## src/sv/lpr_pkg.sv

```systemverilog
// ----------------------------------------------------------------------------
// lpr_pkg
// Types and constants shared by the line pixel rasterizer, its channel
// interfaces and its checker.
// ----------------------------------------------------------------------------
package lpr_pkg;

  localparam int COORD_W = 6;
  localparam int DEC_W   = 10;

  typedef logic [COORD_W-1:0] coord_t;
  typedef logic signed [DEC_W-1:0] dec_t;

  // Largest coordinate that the block will use; larger inputs saturate to it.
  localparam coord_t COORD_MAX = 6'd63;

  typedef enum logic [1:0] {
    ST_IDLE,
    ST_SETUP,
    ST_EMIT
  } state_t;

  typedef enum logic [1:0] {
    OCT_SHALLOW_UP,
    OCT_STEEP_UP,
    OCT_SHALLOW_DOWN,
    OCT_STEEP_DOWN
  } octant_t;

  function automatic coord_t clamp_coord(coord_t v);
    return (v > COORD_MAX) ? COORD_MAX : v;
  endfunction

endpackage

```

## src/sv/lpr_seg_if.sv

```systemverilog
// ----------------------------------------------------------------------------
// lpr_seg_if
// Segment channel: one word carries the two endpoints of a line segment.
// ----------------------------------------------------------------------------
interface lpr_seg_if;
  import lpr_pkg::*;

  logic   valid;
  logic   ready;
  coord_t start_x;
  coord_t start_y;
  coord_t end_x;
  coord_t end_y;

  modport source (output valid, output start_x, output start_y, output end_x,
                  output end_y, input ready);
  modport sink   (input valid, input start_x, input start_y, input end_x,
                  input end_y, output ready);

endinterface

```

## src/sv/lpr_pix_if.sv

```systemverilog
// ----------------------------------------------------------------------------
// lpr_pix_if
// Pixel channel: one word carries one pixel and the end-of-segment flag.
// ----------------------------------------------------------------------------
interface lpr_pix_if;
  import lpr_pkg::*;

  logic   valid;
  logic   ready;
  coord_t pixel_x;
  coord_t pixel_y;
  logic   last_pixel;

  modport source (output valid, output pixel_x, output pixel_y, output last_pixel,
                  input ready);
  modport sink   (input valid, input pixel_x, input pixel_y, input last_pixel,
                  output ready);

endinterface

```

## src/sv/line_pixel_rasterizer.sv

```systemverilog
// ----------------------------------------------------------------------------
// line_pixel_rasterizer
// Midpoint (Bresenham) line rasterizer: one segment in, its pixels out.
// ----------------------------------------------------------------------------
// A segment word is taken only while the block is idle. The next cycle sets
// up the deltas, the octant, the initial decision value and the two
// increments; from then on one pixel is offered per cycle while the sink takes
// each one, the first being the leftmost endpoint, and the shared decision
// adder advances the walk each time a pixel word is taken. A segment has n
// pixels (n = max(|dx|,|dy|) + 1, 1 to 64), and the input is ready again in
// the cycle after the last pixel has been taken. The pixel coordinates come
// straight from registers.
// ----------------------------------------------------------------------------
module line_pixel_rasterizer (
  input  logic      clk,
  input  logic      rst_n,
  lpr_seg_if.sink   in_seg,
  lpr_pix_if.source out_pix
);
  import lpr_pkg::*;

  state_t  state_r, state_nxt;

  coord_t  x_r, y_r;
  coord_t  ex_r, ey_r;
  dec_t    d_r;
  dec_t    inc_a_r, inc_b_r;
  octant_t oct_r;
  coord_t  cnt_r;

  coord_t  sx, sy, exc, eyc;
  logic    swap;

  logic [COORD_W:0]        dx, ady;
  logic signed [COORD_W:0] dy;
  dec_t    dx_e, dy_e;
  logic    shallow;
  octant_t oct_set;
  dec_t    d_set, inc_a_set, inc_b_set;
  coord_t  steps;

  logic    take_a;
  dec_t    d_nxt;
  coord_t  x_nxt, y_nxt;
  logic    step_x, step_y, y_down;

  logic    in_acc, out_acc;

  assign in_acc  = in_seg.valid && in_seg.ready;
  assign out_acc = out_pix.valid && out_pix.ready;

  // Endpoints are saturated, then ordered so that x never decreases.
  always_comb begin
    sx   = clamp_coord(in_seg.start_x);
    sy   = clamp_coord(in_seg.start_y);
    exc  = clamp_coord(in_seg.end_x);
    eyc  = clamp_coord(in_seg.end_y);
    swap = sx > exc;
  end

  always_comb begin
    dx      = {1'b0, ex_r} - {1'b0, x_r};
    dy      = $signed({1'b0, ey_r}) - $signed({1'b0, y_r});
    ady     = dy[COORD_W] ? (COORD_W+1)'(-dy) : (COORD_W+1)'(dy);
    dx_e    = dec_t'({{(DEC_W-COORD_W-1){1'b0}}, dx});
    dy_e    = dec_t'({{(DEC_W-COORD_W-1){dy[COORD_W]}}, dy});
    shallow = dx >= ady;
    steps   = shallow ? dx[COORD_W-1:0] : ady[COORD_W-1:0];
    if (!dy[COORD_W]) begin
      if (shallow) begin
        oct_set   = OCT_SHALLOW_UP;
        d_set     = (dy_e <<< 1) - dx_e;
        inc_a_set = dy_e <<< 1;
      end else begin
        oct_set   = OCT_STEEP_UP;
        d_set     = dy_e - (dx_e <<< 1);
        inc_a_set = -(dx_e <<< 1);
      end
      inc_b_set = (dy_e - dx_e) <<< 1;
    end else begin
      if (shallow) begin
        oct_set   = OCT_SHALLOW_DOWN;
        d_set     = (dy_e <<< 1) + dx_e;
        inc_a_set = dy_e <<< 1;
      end else begin
        oct_set   = OCT_STEEP_DOWN;
        d_set     = dy_e + (dx_e <<< 1);
        inc_a_set = dx_e <<< 1;
      end
      inc_b_set = (dy_e + dx_e) <<< 1;
    end
  end

  // Increment a is the straight step along the major axis, increment b the
  // diagonal one; each octant has its own comparison, and on a tie only the shallow upward octant takes a.
  always_comb begin
    case (oct_r)
      OCT_SHALLOW_UP:   take_a = d_r <= 0;
      OCT_STEEP_UP:     take_a = d_r > 0;
      OCT_SHALLOW_DOWN: take_a = d_r > 0;
      OCT_STEEP_DOWN:   take_a = d_r < 0;
      default:          take_a = 1'b0;
    endcase
    y_down = (oct_r == OCT_SHALLOW_DOWN) || (oct_r == OCT_STEEP_DOWN);
    if (take_a) begin
      step_x = (oct_r == OCT_SHALLOW_UP) || (oct_r == OCT_SHALLOW_DOWN);
      step_y = !step_x;
    end else begin
      step_x = 1'b1;
      step_y = 1'b1;
    end
    d_nxt = d_r + (take_a ? inc_a_r : inc_b_r);
    x_nxt = step_x ? x_r + 1'b1 : x_r;
    if (!step_y) begin
      y_nxt = y_r;
    end else if (y_down) begin
      y_nxt = y_r - 1'b1;
    end else begin
      y_nxt = y_r + 1'b1;
    end
  end

  always_comb begin
    state_nxt = state_r;
    case (state_r)
      ST_IDLE:  if (in_acc) state_nxt = ST_SETUP;
      ST_SETUP: state_nxt = ST_EMIT;
      ST_EMIT:  if (out_acc && (cnt_r == '0)) state_nxt = ST_IDLE;
      default:  state_nxt = ST_IDLE;
    endcase
  end

  always_comb begin
    in_seg.ready       = state_r == ST_IDLE;
    out_pix.valid      = state_r == ST_EMIT;
    out_pix.pixel_x    = x_r;
    out_pix.pixel_y    = y_r;
    out_pix.last_pixel = cnt_r == '0;
  end

  always_ff @(posedge clk) begin
    if (!rst_n) begin
      state_r <= ST_IDLE;
    end else begin
      state_r <= state_nxt;
    end
  end

  always_ff @(posedge clk) begin
    if (state_r == ST_IDLE && in_acc) begin
      x_r  <= swap ? exc : sx;
      y_r  <= swap ? eyc : sy;
      ex_r <= swap ? sx  : exc;
      ey_r <= swap ? sy  : eyc;
    end else if (state_r == ST_SETUP) begin
      d_r     <= d_set;
      inc_a_r <= inc_a_set;
      inc_b_r <= inc_b_set;
      oct_r   <= oct_set;
      cnt_r   <= steps;
    end else if (state_r == ST_EMIT && out_acc && (cnt_r != '0)) begin
      d_r   <= d_nxt;
      x_r   <= x_nxt;
      y_r   <= y_nxt;
      cnt_r <= cnt_r - 1'b1;
    end
  end

endmodule

```

## src/flat_wrapper.sv

```systemverilog
// flat-port wrapper written by rule: the top's interface ports become plain ports
module line_pixel_rasterizer_flat import lpr_pkg::*;
  (clk, rst_n, in_seg_valid, in_seg_start_x, in_seg_start_y, in_seg_end_x, in_seg_end_y, in_seg_ready, out_pix_valid, out_pix_pixel_x, out_pix_pixel_y, out_pix_last_pixel, out_pix_ready);
  lpr_seg_if in_seg_i ();
  lpr_pix_if out_pix_i ();
  input  logic clk;
  input  logic rst_n;
  input wire logic [$bits(in_seg_i.valid)-1:0] in_seg_valid;
  input wire logic [$bits(in_seg_i.start_x)-1:0] in_seg_start_x;
  input wire logic [$bits(in_seg_i.start_y)-1:0] in_seg_start_y;
  input wire logic [$bits(in_seg_i.end_x)-1:0] in_seg_end_x;
  input wire logic [$bits(in_seg_i.end_y)-1:0] in_seg_end_y;
  output wire logic [$bits(in_seg_i.ready)-1:0] in_seg_ready;
  output wire logic [$bits(out_pix_i.valid)-1:0] out_pix_valid;
  output wire logic [$bits(out_pix_i.pixel_x)-1:0] out_pix_pixel_x;
  output wire logic [$bits(out_pix_i.pixel_y)-1:0] out_pix_pixel_y;
  output wire logic [$bits(out_pix_i.last_pixel)-1:0] out_pix_last_pixel;
  input wire logic [$bits(out_pix_i.ready)-1:0] out_pix_ready;
  assign in_seg_i.valid = in_seg_valid;
  assign in_seg_i.start_x = in_seg_start_x;
  assign in_seg_i.start_y = in_seg_start_y;
  assign in_seg_i.end_x = in_seg_end_x;
  assign in_seg_i.end_y = in_seg_end_y;
  assign in_seg_ready = in_seg_i.ready;
  assign out_pix_valid = out_pix_i.valid;
  assign out_pix_pixel_x = out_pix_i.pixel_x;
  assign out_pix_pixel_y = out_pix_i.pixel_y;
  assign out_pix_last_pixel = out_pix_i.last_pixel;
  assign out_pix_i.ready = out_pix_ready;
  line_pixel_rasterizer u_core (.clk(clk), .rst_n(rst_n), .in_seg(in_seg_i), .out_pix(out_pix_i));
endmodule
```

## config.mk

```make
export PLATFORM = sky130hd
export DESIGN_NAME = line_pixel_rasterizer_flat
export DESIGN_NICKNAME = d
export VERILOG_FILES = /design/src/sv/lpr_pkg.sv /design/src/sv/lpr_seg_if.sv /design/src/sv/lpr_pix_if.sv /design/src/sv/line_pixel_rasterizer.sv /design/src/flat_wrapper.sv
export SDC_FILE = /design/constraint.sdc
export NUM_CORES = 1
export LEC_CHECK = 0
export ABC_AREA = 1
export BUFFER_PORTS_ARGS = -buffer_cell sky130_fd_sc_hd__buf_2
export CAP_MARGIN = 10
export CORE_MARGIN = 2
export CORE_UTILIZATION = 30
export DETAILED_ROUTE_END_ITERATION = 8
export MAX_ROUTING_LAYER = met4
export SYNTH_ARGS = -nofsm -noshare
export SYNTH_HDL_FRONTEND = slang
export SYNTH_SLANG_ARGS = --single-unit
export TNS_END_PERCENT = 10
```

## constraint.sdc

```tcl
create_clock -name clk -period 3.7 [get_ports clk]
set_input_delay 0.37 -clock clk [delete_from_list [all_inputs] [get_ports clk]]
set_output_delay 0.37 -clock clk [all_outputs]
set_load 0.01 [all_outputs]
```

==> impl_metrics.csv <==
group,metric,value,unit
routing,detail_route.vias_per_cell,4.77,
clocking,cts.sink_count,62,
synthesis,yosys_warnings,0,
clocking,hold_buffers,0,
floorplan,io_pins,43,
floorplan,die_h,150,µm
placed_design,place_ws,0.192,ns
clocking,clk_pin_slew,0.06,ns
finish,diodes,0,
synthesis,synth.distinct_cells,42,
power_and_ir_drop,max_ir_drop_vdd,371,µV
routing,route.vias.total,5781,
synthesis,netlist_area,6430,µm²
routing,totalWireLength,16700,µm
grt,grt_first_pass_wirelength,27200,µm
run_status,run_status,"finished, final reports clean",
placed_design,place.gp.congestion,0.899,
synthesis,netlist.area_leader.share,28.0,%
synthesis,ys_seq_area_share,28.6,%
worst_setup_path,critical_path.max_fanout,9,
synthesis,synthDominantAreaCellType,"sky130_fd_sc_hd__edfxtp_1",
grt,vias_in_the_first_global_route,5430,
finish,mostFrequentLayoutCell,"sky130_fd_sc_hd__nand2_1",
sta,fmaxAchievable,0.287,GHz
floorplan,placement_rows,53,
min_path,min_path_type,"in -> reg",
finish,post_route_cells_drive_above_1_share,12.9,%
floorplan,core,21000,µm²
power_and_ir_drop,power_per_standard_cell_area,911,nW/µm²
synthesis,synth_area_per_cell,7.32,µm²
sta,period_minus_slack,3.48,ns
routing,drcViolationCount,0,
flow_run,max_cap_viol_count,0,
routing,drt_first_iter_violations,358,
worst_setup_path,worstSetupPathType,"reg -> reg",
grt,largest_net_degree_at_the_start_of_global_routing,36,
clocking,htreeDepth,3,
power_and_ir_drop,power.total,0.00681,W
grt,grt.total_usage,15.9,%
clocking,number_of_buffers_created_by_cts,9,
power_and_ir_drop,total_leakage_power,3.68,nW
grt,grt-ovfl-total,0,
routing,dr.pass1.iters,5,
sta,number_of_slew_limit_violations_in_the_final_report,0,
placed_design,dp_hpwl,13300,µm
sta,max_slew_margin,52.7,%
synthesis,synth.top_cells.by_area,"sky130_fd_sc_hd__edfxtp_1 28%, sky130_fd_sc_hd__ha_1 15%, sky130_fd_sc_hd__nand2_1 12%",
finish,syn2layout_area_growth,16.2,%
synthesis,yosys_register_bits,62,
sta,fin_hold_ws,0.256,ns
worst_setup_path,timing.critical_path.arrival,3.58,ns
sta,rsz0062_at_grt,"true",
clocking,cts_setup_buffers,0,
clocking,clock_insertion_delay_worst_skew,0.35,ns
grt,initial_antenna_violation_count,0,
synthesis,postSynthCellCount,878,
finish,final_cell_mix,"204 x sky130_fd_sc_hd__nand2_1, 135 x sky130_fd_sc_hd__inv_1, 79 x sky130_fd_sc_hd__ha_1",
worst_setup_path,timing.critical_path.to_type,"flip-flop",
sta,fin_clk_skew,0.00893,ns
sta,final_worst_path_period_share,94.2,%
floorplan,design.die.area,22600,µm²
finish,layout.nets,1047,
clocking,clk_path_buf_depth,2,
finish,final.fill_count,2145,
routing,final_antenna_net_count,0,
sta,setup_viol,0,
floorplan,initial_utilization,30.6,%
sta,finalHoldViolCount,0,
routing,wl_per_cell,13.8,µm
worst_setup_path,worstSetupStartpointType,"flip-flop",
sta,worst_slack,0.216,ns
placed_design,placement.io_buffers,42,
clocking,tritoncts_clock_tree,"done",
synthesis,mappedNetlistNets,994,
clocking,cell_at_the_root_of_the_clock_tree,"sky130_fd_sc_hd__clkbuf_16",
worst_setup_path,required,3.79,ns
floorplan,fp.dieW,150,µm
sta,slew_at_the_pin_with_the_worst_max_slew_slack,0.708,ns
[path summary, 6_finish.rpt]
check / startpoint / end / slack [ns] / cells past startpoint
max reg2reg: u_core.ey_r[0] / u_core.inc_b_r[7] / 0.22 / 14
min: rst_n / u_core.state_r[0] / 0.26 / 3
min reg2reg: u_core.cnt_r[0] / u_core.cnt_r[0] / 0.63 / 1
max: u_core.ey_r[0] / u_core.inc_b_r[7] / 0.22 / 14
[routing by layer]
metal | GRT usage (%) | vias to the layer above | wire, µm
li1 | - | 3008 | -
met1 | 20.8 | 2604 | 7890
met2 | 24.8 | 140 | 7820
met3 | 3.18 | 29 | 736
met4 | 4.67 | 0 | 288
met5 | - | - | 0
[through the flow]
stage | cells | setup TNS [ns] | utilization (%) | instance area (µm²)
after floorplan | 878 | 0 | - | 6430
after global placement | 1195 | 0 | 33.6 | 7060
after detailed placement | 1195 | 0 | 33.6 | 7060
after CTS | 1211 | 0 | 35.3 | 7420
after global routing | 1211 | -0.0179 | 35.5 | 7470
final | 1211 | 0 | 35.5 | 7470
[Yosys cell counts (all sizes together)]
cell type,number
nand2,210
inv,139
ha,79
o21ai,78
nand3,62
edfxtp,60
a21oi,59
nor2,59
xor2,22
buf,18
nand4,16
clkbuf,11
a31oi,9
fa,9
nor3,8
or2,8
xnor2,8
o211ai,5
o21a,3
o21bai,3
dfxtp,2
o221ai,2
o22ai,2
a22oi,1
and2,1
clkinv,1
nand3b,1
o311ai,1
o31ai,1
[critical path, cell delays in order (launching register included)]
cell and delay (ns):
sky130_fd_sc_hd__edfxtp_1 0.36, sky130_fd_sc_hd__inv_1 0.06, sky130_fd_sc_hd__ha_1 0.14, sky130_fd_sc_hd__inv_1 0.07, sky130_fd_sc_hd__fa_1 0.45, sky130_fd_sc_hd__nand4_1 0.17
sky130_fd_sc_hd__nand3_4 0.14, sky130_fd_sc_hd__o21ai_0 0.40, sky130_fd_sc_hd__inv_1 0.11, sky130_fd_sc_hd__fa_1 0.44, sky130_fd_sc_hd__o21ai_0 0.31, sky130_fd_sc_hd__a21oi_1 0.10
sky130_fd_sc_hd__o21ai_0 0.21, sky130_fd_sc_hd__inv_1 0.08, sky130_fd_sc_hd__xor2_1 0.17
[cell families after synthesis]
group / after synthesis / share of synthesized area [%]
flops: 62 / 28.6
fa+ha+maj: 88 / 18.2
compound gates: 164 / 13.8
buf+inv: 169 / 10.5
xor+xnor: 30 / 4.20
simple gates: 365 / 24.7
[registers in the layout (all words and copies together), names as in the netlist]
| signal | cells |
|---|---|
| u_core.inc_b_r | 9 |
| u_core.oct_r | 2 |
| u_core.out_pix.pixel_y | 6 |
| u_core.state_r | 2 |
| u_core.d_r | 10 |
| u_core.inc_a_r | 9 |
| u_core.ex_r | 6 |
| u_core.cnt_r | 6 |
| u_core.out_pix.pixel_x | 6 |
| u_core.ey_r | 6 |
[repair_timing]
item                                    CTS  global route
hold endpoints to repair                  0             0
gates resized for setup                   0            13
endpoints found under the setup margin    0            16
[layout make-up]
class	count	area, µm²	area share (%)
clock buffer	9	225	3.01
tap	275	344	4.60
timing repair buffer	71	432	5.78
clock inverter	7	136	1.83
sequential	62	1840	24.6
multi-input combinational	647	3970	53.1
inverter	140	528	7.07
[where the power goes]
part / internal [W] / leakage (nW) / total, W / switching, W
Combinational: 0.00170 / 2.93 / 0.00462 / 0.00293
Sequential: 0.00106 / 0.582 / 0.00113 / 0.0000732
Clock: 0.000722 / 0.173 / 0.00105 / 0.000326
No activity file was read; power rests on OpenSTA's default activity.
